File: config.mk
export PLATFORM = sky130hd
export DESIGN_NAME = symmetry_op_parse_and_apply_unit
export DESIGN_NICKNAME = d
export VERILOG_FILES = /design/src/hw/rtl/sopa_pkg.sv /design/src/hw/rtl/sopa_front.sv /design/src/hw/rtl/sopa_queue.sv /design/src/hw/rtl/sopa_div.sv /design/src/hw/rtl/sopa_back.sv /design/src/hw/rtl/symmetry_op_parse_and_apply_unit.sv
export VERILOG_INCLUDE_DIRS = /design/src /design/src/hw/rtl
export SDC_FILE = /design/constraint.sdc
export NUM_CORES = 2
export LEC_CHECK = 0
export BUFFER_PORTS_ARGS = -buffer_cell sky130_fd_sc_hd__buf_2
export CAP_MARGIN = 5
export CORE_ASPECT_RATIO = 0.6
export CORE_MARGIN = 4
export CORE_UTILIZATION = 30
export CTS_CLUSTER_DIAMETER = 30
export DETAILED_ROUTE_END_ITERATION = 12
export PLACE_DENSITY = 0.49
export SETUP_SLACK_MARGIN = 0.15
export SLEW_MARGIN = 10
export SYNTH_ARGS = -nofsm -noshare
export SYNTH_HDL_FRONTEND = slang
export SYNTH_HIERARCHICAL = 1
export SYNTH_SLANG_ARGS = --single-unit
File: constraint.sdc
create_clock -name clk_i -period 43.7 [get_ports clk_i]
set_input_delay 8.74 -clock clk_i [delete_from_list [all_inputs] [get_ports clk_i]]
set_output_delay 8.74 -clock clk_i [all_outputs]
set_load 0.05 [all_outputs]
File: src/hw/rtl/symmetry_op_parse_and_apply_unit_macros.svh
// Assertion macros shared by the symmetry operation unit.
`ifndef SYMMETRY_OP_PARSE_AND_APPLY_UNIT_MACROS_SVH
`define SYMMETRY_OP_PARSE_AND_APPLY_UNIT_MACROS_SVH

// Checks a property on every rising edge of clk_i outside reset.
`define SOPA_ASSERT(lbl, prop, msg) \
  lbl: assert property (@(posedge clk_i) disable iff (!rst_ni) prop) else $error(msg);

// Checks that a condition never holds.
`define SOPA_ASSERT_NEVER(lbl, cond, msg) \
  `SOPA_ASSERT(lbl, !(cond), msg)

`endif

File: src/hw/rtl/sopa_pkg.sv
// Types, codes and constants of the symmetry operation unit.
`timescale 1ns / 1ps
`default_nettype none

package sopa_pkg;

  localparam int FracBits   = 24;
  localparam int CoordBits  = 32;
  localparam int BiasBits   = 32;
  localparam int QueueDepth = 2;
  localparam int NumAxes    = 3;
  localparam int NumWeights = 9;

  localparam logic [7:0] ChPlus  = 8'h2B;
  localparam logic [7:0] ChComma = 8'h2C;
  localparam logic [7:0] ChMinus = 8'h2D;
  localparam logic [7:0] ChSlash = 8'h2F;
  localparam logic [7:0] ChZero  = 8'h30;
  localparam logic [7:0] ChOne   = 8'h31;
  localparam logic [7:0] ChNine  = 8'h39;
  localparam logic [7:0] ChX     = 8'h78;
  localparam logic [7:0] ChY     = 8'h79;
  localparam logic [7:0] ChZ     = 8'h7A;

  localparam logic [1:0] WgtZero  = 2'd0;
  localparam logic [1:0] WgtPlus  = 2'd1;
  localparam logic [1:0] WgtMinus = 2'd3;

  localparam logic [1:0] AxisIgnore = 2'd3;

  localparam logic KindParse = 1'b0;
  localparam logic KindXform = 1'b1;

  typedef enum logic [1:0] {
    SignNone  = 2'd0,
    SignPlus  = 2'd1,
    SignMinus = 2'd2
  } sign_e;

  typedef enum logic [2:0] {
    ClsPlus,
    ClsMinus,
    ClsVar,
    ClsSlash,
    ClsComma,
    ClsDigit,
    ClsOther,
    ClsXform
  } char_class_e;

  typedef enum logic [2:0] {
    BkIdle,
    BkDiv,
    BkSum,
    BkWrap,
    BkDone
  } back_state_e;

  typedef struct packed {
    logic                        action;
    logic [7:0]                  char_code;
    logic                        last_char;
    logic signed [CoordBits-1:0] coord_x;
    logic signed [CoordBits-1:0] coord_y;
    logic signed [CoordBits-1:0] coord_z;
  } in_item_t;

  typedef struct packed {
    logic                        result_kind;
    logic signed [CoordBits-1:0] out_x;
    logic signed [CoordBits-1:0] out_y;
    logic signed [CoordBits-1:0] out_z;
    logic [1:0]                  axis_now;
  } out_item_t;

  typedef struct packed {
    char_class_e                 cls;
    logic                        last;
    logic [3:0]                  arg;
    logic signed [CoordBits-1:0] coord_x;
    logic signed [CoordBits-1:0] coord_y;
    logic signed [CoordBits-1:0] coord_z;
  } q_entry_t;

  typedef struct packed {
    logic                start;
    logic [BiasBits-1:0] value;
    logic [3:0]          divisor;
  } div_req_t;

  typedef struct packed {
    logic                done;
    logic [BiasBits-1:0] quotient;
  } div_rsp_t;

endpackage

`default_nettype wire

File: src/hw/rtl/sopa_front.sv
// Front end: accepts items and classifies each character.
`timescale 1ns / 1ps
`default_nettype none

module sopa_front (
  input  wire  logic                 in_valid_i,
  output logic                       in_stall_o,
  input  wire  sopa_pkg::in_item_t   in_data_i,
  input  wire  logic                 full_i,
  output logic                       push_o,
  output sopa_pkg::q_entry_t         entry_o
);

  assign in_stall_o = full_i;
  assign push_o     = in_valid_i && !full_i;

  always_comb begin
    entry_o.cls     = sopa_pkg::ClsOther;
    entry_o.last    = in_data_i.last_char;
    entry_o.arg     = '0;
    entry_o.coord_x = in_data_i.coord_x;
    entry_o.coord_y = in_data_i.coord_y;
    entry_o.coord_z = in_data_i.coord_z;
    if (in_data_i.action == sopa_pkg::KindXform) begin
      entry_o.cls = sopa_pkg::ClsXform;
    end else begin
      unique case (in_data_i.char_code) inside
        sopa_pkg::ChPlus: begin
          entry_o.cls = sopa_pkg::ClsPlus;
        end
        sopa_pkg::ChMinus: begin
          entry_o.cls = sopa_pkg::ClsMinus;
        end
        sopa_pkg::ChX, sopa_pkg::ChY, sopa_pkg::ChZ: begin
          entry_o.cls = sopa_pkg::ClsVar;
          entry_o.arg = 4'(in_data_i.char_code - sopa_pkg::ChX);
        end
        sopa_pkg::ChSlash: begin
          entry_o.cls = sopa_pkg::ClsSlash;
        end
        sopa_pkg::ChComma: begin
          entry_o.cls = sopa_pkg::ClsComma;
        end
        [sopa_pkg::ChOne:sopa_pkg::ChNine]: begin
          entry_o.cls = sopa_pkg::ClsDigit;
          entry_o.arg = 4'(in_data_i.char_code - sopa_pkg::ChZero);
        end
        default: begin
          entry_o.cls = sopa_pkg::ClsOther;
        end
      endcase
    end
  end

endmodule

`default_nettype wire

File: src/hw/rtl/sopa_queue.sv
// Short queue of classified items between the front and back ends.
`timescale 1ns / 1ps
`default_nettype none
`include "symmetry_op_parse_and_apply_unit_macros.svh"

module sopa_queue #(
  parameter int DEPTH = sopa_pkg::QueueDepth
) (
  input  wire  logic               clk_i,
  input  wire  logic               rst_ni,
  input  wire  logic               push_i,
  input  wire  sopa_pkg::q_entry_t entry_i,
  output logic                     full_o,
  input  wire  logic               pop_i,
  output sopa_pkg::q_entry_t       entry_o,
  output logic                     empty_o
);

  localparam int PtrW = $clog2(DEPTH);
  localparam int CntW = $clog2(DEPTH + 1);

  sopa_pkg::q_entry_t mem_q [DEPTH];
  logic [PtrW-1:0]    wr_q, wr_d;
  logic [PtrW-1:0]    rd_q, rd_d;
  logic [CntW-1:0]    cnt_q, cnt_d;

  assign full_o  = (cnt_q == CntW'(DEPTH));
  assign empty_o = (cnt_q == '0);
  assign entry_o = mem_q[rd_q];

  always_comb begin
    wr_d  = wr_q;
    rd_d  = rd_q;
    cnt_d = cnt_q;
    if (push_i) begin
      wr_d = (wr_q == PtrW'(DEPTH - 1)) ? '0 : wr_q + 1'b1;
    end
    if (pop_i) begin
      rd_d = (rd_q == PtrW'(DEPTH - 1)) ? '0 : rd_q + 1'b1;
    end
    if (push_i && !pop_i) begin
      cnt_d = cnt_q + 1'b1;
    end else if (pop_i && !push_i) begin
      cnt_d = cnt_q - 1'b1;
    end
  end

  always_ff @(posedge clk_i or negedge rst_ni) begin
    if (!rst_ni) begin
      wr_q  <= '0;
      rd_q  <= '0;
      cnt_q <= '0;
    end else begin
      wr_q  <= wr_d;
      rd_q  <= rd_d;
      cnt_q <= cnt_d;
    end
  end

  always_ff @(posedge clk_i) begin
    if (push_i) begin
      mem_q[wr_q] <= entry_i;
    end
  end

  `SOPA_ASSERT_NEVER(a_no_overflow, push_i && full_o, "Queue written while full.")
  `SOPA_ASSERT_NEVER(a_no_underflow, pop_i && empty_o, "Queue read while empty.")

endmodule

`default_nettype wire

File: src/hw/rtl/sopa_div.sv
// Bit-serial signed divider of the bias by one decimal digit.
`timescale 1ns / 1ps
`default_nettype none

module sopa_div (
  input  wire  logic               clk_i,
  input  wire  logic               rst_ni,
  input  wire  sopa_pkg::div_req_t req_i,
  output sopa_pkg::div_rsp_t       rsp_o
);

  localparam int W    = sopa_pkg::BiasBits;
  localparam int CntW = $clog2(W);

  logic            busy_q;
  logic            done_q;
  logic [CntW-1:0] cnt_q;
  logic            neg_q;
  logic [W-1:0]    sh_q;
  logic [3:0]      rem_q;
  logic [3:0]      d_q;
  logic [W-1:0]    quo_q;

  logic [4:0]      trial;
  logic            ge;
  logic [3:0]      rem_nx;
  logic [W-1:0]    sh_nx;
  logic [W-1:0]    quo_nx;
  logic [W-1:0]    mag;

  assign trial  = {rem_q, sh_q[W-1]};
  assign ge     = (trial >= {1'b0, d_q});
  assign rem_nx = ge ? 4'(trial - {1'b0, d_q}) : trial[3:0];
  assign sh_nx  = {sh_q[W-2:0], ge};
  assign quo_nx = neg_q ? (W'(0) - sh_nx) : sh_nx;
  assign mag    = req_i.value[W-1] ? (W'(0) - req_i.value) : req_i.value;

  assign rsp_o.done     = done_q;
  assign rsp_o.quotient = quo_q;

  always_ff @(posedge clk_i or negedge rst_ni) begin
    if (!rst_ni) begin
      busy_q <= 1'b0;
      done_q <= 1'b0;
      cnt_q  <= '0;
    end else begin
      done_q <= 1'b0;
      if (req_i.start) begin
        busy_q <= 1'b1;
        cnt_q  <= CntW'(W - 1);
      end else if (busy_q) begin
        if (cnt_q == '0) begin
          busy_q <= 1'b0;
          done_q <= 1'b1;
        end else begin
          cnt_q <= cnt_q - 1'b1;
        end
      end
    end
  end

  always_ff @(posedge clk_i) begin
    if (req_i.start) begin
      neg_q <= req_i.value[W-1];
      sh_q  <= mag;
      rem_q <= '0;
      d_q   <= req_i.divisor;
    end else if (busy_q) begin
      sh_q  <= sh_nx;
      rem_q <= rem_nx;
      if (cnt_q == '0) begin
        quo_q <= quo_nx;
      end
    end
  end

endmodule

`default_nettype wire

File: src/hw/rtl/sopa_back.sv
// Back end: parse state, transform datapath and output register.
`timescale 1ns / 1ps
`default_nettype none
`include "symmetry_op_parse_and_apply_unit_macros.svh"

module sopa_back #(
  parameter int FRAC_BITS = sopa_pkg::FracBits
) (
  input  wire  logic               clk_i,
  input  wire  logic               rst_ni,
  input  wire  logic               q_empty_i,
  input  wire  sopa_pkg::q_entry_t q_entry_i,
  output logic                     q_pop_o,
  output sopa_pkg::div_req_t       div_req_o,
  input  wire  sopa_pkg::div_rsp_t div_rsp_i,
  output logic                     out_valid_o,
  input  wire  logic               out_stall_i,
  output sopa_pkg::out_item_t      out_data_o
);

  localparam int CW   = sopa_pkg::CoordBits;
  localparam int BW   = sopa_pkg::BiasBits;
  localparam int NA   = sopa_pkg::NumAxes;
  localparam int NW   = sopa_pkg::NumWeights;
  localparam int AccW = ((CW > BW) ? CW : BW) + 3;
  localparam logic signed [AccW-1:0] OneFx = AccW'(1) << FRAC_BITS;

  sopa_pkg::back_state_e state_q, state_d;
  logic [1:0]            w_q [NW];
  logic [1:0]            w_d [NW];
  logic signed [BW-1:0]  bias_q [NA];
  logic signed [BW-1:0]  bias_d [NA];
  sopa_pkg::sign_e       sign_q, sign_d;
  logic                  den_q, den_d;
  logic [BW-1:0]         run_q, run_d;
  logic [1:0]            axis_q, axis_d;
  logic                  fresh_q, fresh_d;
  logic                  last_q, last_d;
  logic                  out_valid_q;
  sopa_pkg::out_item_t   res_q, res_d;
  sopa_pkg::out_item_t   out_q;
  logic signed [CW-1:0]  cx_q, cy_q, cz_q;
  logic signed [AccW-1:0] acc_q [NA];
  logic signed [AccW-1:0] acc_sum [NA];
  logic signed [AccW-1:0] wrap_val [NA];

  logic [1:0]            axis_eff;
  logic [3:0]            widx;
  logic [BW-1:0]         digit_val;
  logic                  load_out;

  function automatic logic signed [AccW-1:0] term(input logic [1:0] code,
                                                  input logic signed [CW-1:0] c);
    case (code)
      sopa_pkg::WgtPlus:  term = AccW'(c);
      sopa_pkg::WgtMinus: term = -AccW'(c);
      default:            term = '0;
    endcase
  endfunction

  assign axis_eff  = fresh_q ? 2'd0 : axis_q;
  assign widx      = 4'(axis_eff) * 4'(NA) + 4'(q_entry_i.arg[1:0]);
  assign digit_val = BW'(q_entry_i.arg) << FRAC_BITS;

  always_comb begin
    for (int i = 0; i < NA; i++) begin
      acc_sum[i] = AccW'(bias_q[i]) + term(w_q[NA*i], cx_q)
                 + term(w_q[NA*i + 1], cy_q) + term(w_q[NA*i + 2], cz_q);
      if (acc_q[i] < 0) begin
        wrap_val[i] = acc_q[i] + OneFx;
      end else if (acc_q[i] >= OneFx) begin
        wrap_val[i] = acc_q[i] - OneFx;
      end else begin
        wrap_val[i] = acc_q[i];
      end
    end
  end

  always_comb begin
    state_d   = state_q;
    w_d       = w_q;
    bias_d    = bias_q;
    sign_d    = sign_q;
    den_d     = den_q;
    run_d     = run_q;
    axis_d    = axis_q;
    fresh_d   = fresh_q;
    last_d    = last_q;
    res_d     = res_q;
    q_pop_o   = 1'b0;
    div_req_o = '0;
    load_out  = 1'b0;
    unique case (state_q)
      sopa_pkg::BkIdle: begin
        if (!q_empty_i) begin
          q_pop_o = 1'b1;
          if (q_entry_i.cls == sopa_pkg::ClsXform) begin
            state_d = sopa_pkg::BkSum;
          end else if (q_entry_i.cls == sopa_pkg::ClsDigit && !fresh_q && den_q) begin
            div_req_o.start   = 1'b1;
            div_req_o.value   = run_q;
            div_req_o.divisor = q_entry_i.arg;
            last_d            = q_entry_i.last;
            state_d           = sopa_pkg::BkDiv;
          end else begin
            if (fresh_q) begin
              for (int k = 0; k < NW; k++) w_d[k] = sopa_pkg::WgtZero;
              for (int k = 0; k < NA; k++) bias_d[k] = '0;
              sign_d  = sopa_pkg::SignNone;
              den_d   = 1'b0;
              run_d   = '0;
              axis_d  = 2'd0;
              fresh_d = 1'b0;
            end
            unique case (q_entry_i.cls)
              sopa_pkg::ClsPlus: begin
                sign_d = sopa_pkg::SignPlus;
              end
              sopa_pkg::ClsMinus: begin
                sign_d = sopa_pkg::SignMinus;
              end
              sopa_pkg::ClsVar: begin
                if (sign_d == sopa_pkg::SignNone) sign_d = sopa_pkg::SignPlus;
                for (int k = 0; k < NW; k++) begin
                  if (axis_d != sopa_pkg::AxisIgnore && widx == 4'(k)) begin
                    w_d[k] = (sign_d == sopa_pkg::SignMinus) ? sopa_pkg::WgtMinus
                                                             : sopa_pkg::WgtPlus;
                  end
                end
              end
              sopa_pkg::ClsSlash: begin
                den_d = 1'b1;
              end
              sopa_pkg::ClsComma: begin
                for (int k = 0; k < NA; k++) begin
                  if (axis_d == 2'(k)) bias_d[k] = run_d;
                end
                sign_d = sopa_pkg::SignNone;
                den_d  = 1'b0;
                run_d  = '0;
                if (axis_d != sopa_pkg::AxisIgnore) axis_d = axis_d + 1'b1;
              end
              sopa_pkg::ClsDigit: begin
                run_d = (sign_d == sopa_pkg::SignMinus) ? -digit_val : digit_val;
              end
              default: begin
              end
            endcase
            if (q_entry_i.last) begin
              for (int k = 0; k < NA; k++) begin
                if (axis_d == 2'(k)) bias_d[k] = run_d;
              end
              sign_d  = sopa_pkg::SignNone;
              den_d   = 1'b0;
              run_d   = '0;
              axis_d  = 2'd0;
              fresh_d = 1'b1;
            end
            res_d.result_kind = sopa_pkg::KindParse;
            res_d.out_x       = '0;
            res_d.out_y       = '0;
            res_d.out_z       = '0;
            res_d.axis_now    = axis_d;
            state_d           = sopa_pkg::BkDone;
          end
        end
      end
      sopa_pkg::BkDiv: begin
        if (div_rsp_i.done) begin
          run_d = div_rsp_i.quotient;
          if (last_q) begin
            for (int k = 0; k < NA; k++) begin
              if (axis_d == 2'(k)) bias_d[k] = run_d;
            end
            sign_d  = sopa_pkg::SignNone;
            den_d   = 1'b0;
            run_d   = '0;
            axis_d  = 2'd0;
            fresh_d = 1'b1;
          end
          res_d.result_kind = sopa_pkg::KindParse;
          res_d.out_x       = '0;
          res_d.out_y       = '0;
          res_d.out_z       = '0;
          res_d.axis_now    = axis_d;
          state_d           = sopa_pkg::BkDone;
        end
      end
      sopa_pkg::BkSum: begin
        state_d = sopa_pkg::BkWrap;
      end
      sopa_pkg::BkWrap: begin
        res_d.result_kind = sopa_pkg::KindXform;
        res_d.out_x       = wrap_val[0][CW-1:0];
        res_d.out_y       = wrap_val[1][CW-1:0];
        res_d.out_z       = wrap_val[2][CW-1:0];
        res_d.axis_now    = axis_q;
        state_d           = sopa_pkg::BkDone;
      end
      sopa_pkg::BkDone: begin
        if (!out_valid_q || !out_stall_i) begin
          load_out = 1'b1;
          state_d  = sopa_pkg::BkIdle;
        end
      end
      default: begin
        state_d = sopa_pkg::BkIdle;
      end
    endcase
  end

  always_ff @(posedge clk_i or negedge rst_ni) begin
    if (!rst_ni) begin
      state_q     <= sopa_pkg::BkIdle;
      for (int k = 0; k < NW; k++) w_q[k] <= sopa_pkg::WgtZero;
      for (int k = 0; k < NA; k++) bias_q[k] <= '0;
      sign_q      <= sopa_pkg::SignNone;
      den_q       <= 1'b0;
      run_q       <= '0;
      axis_q      <= 2'd0;
      fresh_q     <= 1'b1;
      out_valid_q <= 1'b0;
    end else begin
      state_q <= state_d;
      w_q     <= w_d;
      bias_q  <= bias_d;
      sign_q  <= sign_d;
      den_q   <= den_d;
      run_q   <= run_d;
      axis_q  <= axis_d;
      fresh_q <= fresh_d;
      if (load_out) begin
        out_valid_q <= 1'b1;
      end else if (!out_stall_i) begin
        out_valid_q <= 1'b0;
      end
    end
  end

  always_ff @(posedge clk_i) begin
    last_q <= last_d;
    res_q  <= res_d;
    acc_q  <= acc_sum;
    if (state_q == sopa_pkg::BkIdle && !q_empty_i) begin
      cx_q <= q_entry_i.coord_x;
      cy_q <= q_entry_i.coord_y;
      cz_q <= q_entry_i.coord_z;
    end
    if (load_out) begin
      out_q <= res_q;
    end
  end

  assign out_valid_o = out_valid_q;
  assign out_data_o  = out_q;

  `SOPA_ASSERT(a_fresh_clean,
    fresh_q |-> (axis_q == 2'd0) && !den_q && (run_q == '0) && (sign_q == sopa_pkg::SignNone),
    "A new string must start from a cleared part.")
  `SOPA_ASSERT(a_div_in_den, (state_q == sopa_pkg::BkDiv) |-> den_q && !fresh_q,
    "Division runs only inside a denominator.")

endmodule

`default_nettype wire

File: src/hw/rtl/symmetry_op_parse_and_apply_unit.sv
// Top level of the symmetry operation parse and apply unit.
// Parse items pass the queue, result and output registers, one at a time.
// A digit after '/' goes through the 32-step bit-serial divider.
// A transform item passes coordinate, accumulate, wrap and output registers.
// Reset clears all weights and biases and the parse state; no clearing pass.
`timescale 1ns / 1ps
`default_nettype none

module symmetry_op_parse_and_apply_unit #(
  parameter int FRAC_BITS   = sopa_pkg::FracBits,
  parameter int QUEUE_DEPTH = sopa_pkg::QueueDepth
) (
  input  wire  logic                clk_i,
  input  wire  logic                rst_ni,
  input  wire  logic                in_valid_i,
  output logic                      in_stall_o,
  input  wire  sopa_pkg::in_item_t  in_data_i,
  output logic                      out_valid_o,
  input  wire  logic                out_stall_i,
  output sopa_pkg::out_item_t       out_data_o
);

  logic               push;
  logic               full;
  logic               pop;
  logic               empty;
  sopa_pkg::q_entry_t entry_in;
  sopa_pkg::q_entry_t entry_out;
  sopa_pkg::div_req_t div_req;
  sopa_pkg::div_rsp_t div_rsp;

  sopa_front u_front (
    .in_valid_i (in_valid_i),
    .in_stall_o (in_stall_o),
    .in_data_i  (in_data_i),
    .full_i     (full),
    .push_o     (push),
    .entry_o    (entry_in)
  );

  sopa_queue #(
    .DEPTH (QUEUE_DEPTH)
  ) u_queue (
    .clk_i   (clk_i),
    .rst_ni  (rst_ni),
    .push_i  (push),
    .entry_i (entry_in),
    .full_o  (full),
    .pop_i   (pop),
    .entry_o (entry_out),
    .empty_o (empty)
  );

  sopa_div u_div (
    .clk_i  (clk_i),
    .rst_ni (rst_ni),
    .req_i  (div_req),
    .rsp_o  (div_rsp)
  );

  sopa_back #(
    .FRAC_BITS (FRAC_BITS)
  ) u_back (
    .clk_i       (clk_i),
    .rst_ni      (rst_ni),
    .q_empty_i   (empty),
    .q_entry_i   (entry_out),
    .q_pop_o     (pop),
    .div_req_o   (div_req),
    .div_rsp_i   (div_rsp),
    .out_valid_o (out_valid_o),
    .out_stall_i (out_stall_i),
    .out_data_o  (out_data_o)
  );

endmodule

`default_nettype wire
==> results_dict.tcl <==
set metrics [dict create \
    avgViaCountPerCell 5.008 \
    cp_top_family "flip-flops" \
    place.gp.congestion 0.9596 \
    ys.flop_type "edfxtp_1" \
    max_slew.worst_pin.slew_ps 1400 \
    cts-hold-fix-buffers 0 \
    utilization_pct 35.35 \
    detail_route.wirelength_mm 160.4 \
    detailedPlacementHpwl_mm 124.4 \
    setup_tns_ps 0 \
    cts-buffers-inserted 170 \
    antenna_violating_nets_post_route 0 \
    synth.yosys.seq_area_share_pct 46.11 \
    grt_overflow_total 0 \
    critical_path.reg2reg.startpoint "u_back/cy_q[1]$_DFFE_PP_" \
    grtUsageTotal_pct 17.81 \
    ioPinCount 211 \
    vias_in_the_first_global_route 34536 \
    synthesis.yosys.warnings 6 \
    fin_worst_hold_slack_ps 375.7 \
    post_route_cells_drive_above_1_share_pct 15.04 \
    routed-via-count 36266 \
    hold_viol_final 0 \
    setup_viol_count_final 0 \
    most-common-layout-cells "622 x nand2_1, 572 x edfxtp_1, 351 x inv_1" \
    synth_seq_cells 848 \
    slowest_stage "dfrtp_1" \
    cts_resized 0 \
    critPathMaxFanout 4 \
    nNetsFinal 5310 \
    clock_sink_count 848 \
    post_synth_main_area_contributors "edfxtp_1 34%, dfrtp_1 8.1%, fa_1 8.1%" \
    crit_chain "nor2b_1 > buf_2" \
    tritoncts_clock_tree "done" \
    cts_setup_buffers 0 \
    cts.clk_slew.worst_paths_ps 60 \
    synth.cell_area_sq_um 51050 \
    critical_path_buf_inv_count 1 \
    p_per_area_nw_per_um2 77.96 \
    synthCells 4773 \
    initial_cell_density_of_the_core_pct 30.40 \
    remaining_routing_drc_violations 0 \
    fmax_mhz 95.79 \
    clock_insertion_delay_worst_skew_ps 800 \
    synth_async_sr_flop_share_pct 19.69 \
    path_class "flop to primary output" \
    irDropWorstVdd_uv 41.70 \
    dieHeight_um 327.5 \
    cp-start-kind "flop" \
    cts-root-to-sink-buffers 4 \
    coreArea_sq_um 167900 \
    global_route_wire_length_before_repair_mm 236.8 \
    cts_root_buf "clkbuf_16" \
    timing.final.crit_period_ps 10440 \
    antenna_found_initial 16 \
    maxSlewViolCount 0 \
    setup.worst_path.start "u_queue/cnt_q[0]$_DFFE_PN0P_" \
    timing.critical_path.required_ps 34960 \
    cp_slowest_stage_delay_ps 430 \
    portBuffers 210 \
    outcome "finished clean" \
    drt_first_pass_iters 6 \
    clock-skew-final_ps 69.13 \
    synth.distinct_cells 108 \
    avgRoutedWirePerCell_um 22.15 \
    netlist.area_leader.share_pct 33.65 \
    drt_first_iter_violations 3830 \
    synth_enable_flop_cells 572 \
    layout_commonest_cell "nand2_1" \
    syn-mean-instance-area_sq_um 10.69 \
    clock_tree.htree_level_count 4 \
    syn_nets 5221 \
    areaGrowthSynthToFinish_pct 16.28 \
    p_leak_nw 23.62 \
    grt_max_degree 82 \
    design.die.area_sq_um 177000 \
    critical_path.endpoint_type "primary output" \
    die_width_um 540.5 \
    critPathArrivalTime_ps 1700 \
    row_count 116 \
    cap_viol_max_count 0 \
    maxSlewHeadroom_pct 6.013 \
    unrepaired_setup_endpoints_after_global_routing "false" \
    synth_top_cell_by_area "edfxtp_1" \
    hold_path.class "flop to flop" \
    hold_start "u_back/res_q[39]$_DFFE_PP_" \
    timing.final.crit_share_pct 23.89 \
]
==> per-layer routing <==
metal	global-route usage (%)	up-vias	wire length (um)	part of all wire (%)
met5	0	-	63	0.039
met4	3.302	10	2365	1.5
met3	5.141	172	14920	9.3
met2	23.40	1317	61340	38
met1	28.33	18025	81730	51
li1	-	16742	-	-
==> worst register-to-register path, stage by stage, from the launching register on <==
cell,delay (ps)
edfxtp_1,700
inv_1,150
ha_1,270
nor4b_4,370
nand4b_2,310
or3_4,440
or3_4,370
nand2_1,100
xnor2_1,120
nand2_1,100
fa_1,480
fa_1,650
inv_1,90
ha_1,390
a21o_1,230
a221oi_1,720
a21oi_1,240
or4_1,480
o221ai_1,660
o211ai_1,330
xor2_1,900
==> worst paths after layout <==
path                                              endpoint  slack [ps]  depth (start not counted)
setup / recovery                                in_stall_o       33260                          2
hold / removal             u_back/out_data_o[39]$_DFFE_PP_         380                          0
setup reg to reg                  u_back/acc_q[64]$_DFF_P_       35390                         20
hold reg to reg            u_back/out_data_o[39]$_DFFE_PP_         380                          0
max in group asynchronous     u_back/bias_q[9]$_DFFE_PN0P_       33690                          3
min in group asynchronous   u_back/out_valid_o$_DFFE_PN0P_        7900                          1
==> kinds of logic after synthesis <==
group | Yosys count | synth area share, %
xor+xnor | 445 | 7.745
mux | 155 | 3.674
simple gates | 1463 | 14.22
fa+ha+maj | 338 | 11.33
buf+inv | 713 | 6.292
flops | 848 | 46.11
compound gates | 811 | 10.62
==> registers in the layout, indices dropped and copies added (netlist names), 18 cells and up <==
| name | count |
|---|---|
| u_back/run_q | 32 |
| u_div/quo_q | 32 |
| u_back/bias_q | 96 |
| u_back/w_q | 18 |
| u_div/sh_q | 32 |
| u_back/cx_q | 32 |
| u_queue/mem_q | 208 |
| u_back/cy_q | 32 |
| u_back/acc_q | 105 |
| u_back/out_data_o | 99 |
| u_back/res_q | 99 |
| u_back/cz_q | 32 |
==> synth_stat cells (99+ instances only) <==
cell and count:
nor2_1 202, inv_1 351, dfxtp_1 109, clkbuf_1 216
edfxtp_1 572, and3_1 137, nand2_1 622, buf_4 100
dfrtp_1 166, fa_1 207, a21oi_1 254, ha_1 131
xor2_1 99, o21ai_0 137, xnor2_1 342
==> report_power, final <==
group	total [mW]	internal, mW	switching (mW)	leakage [nW]
clock	1.28	0.850	0.431	2.75
combinational	1.80	0.639	1.16	12.4
sequential	1.54	1.23	0.311	8.41
total	4.63	2.72	1.91	23.6
==> layout make-up <==
type | instances | area, sq um
sequential | 848 | 23540
multi-input combinational | 3212 | 24430
clock buffer | 206 | 4556
timing repair buffer | 279 | 1575
tap | 2242 | 2805
antenna | 4 | 10.01
inverter | 351 | 1318
fill | 16711 | 108600
clock inverter | 99 | 1121
==> per-stage QoR <==
step	instance area (sq um)	std cells	worst slack [ps]	power (mW)
floorplan	51050	4773	25460	2.745
global placement	53670	6932	32540	3.338
detailed placement	53670	6932	32470	3.350
CTS	59340	7237	33180	4.660
global route	59350	7239	33140	4.910
finish	59350	7241	33260	4.627
Power figures use the tool's default switching activity.
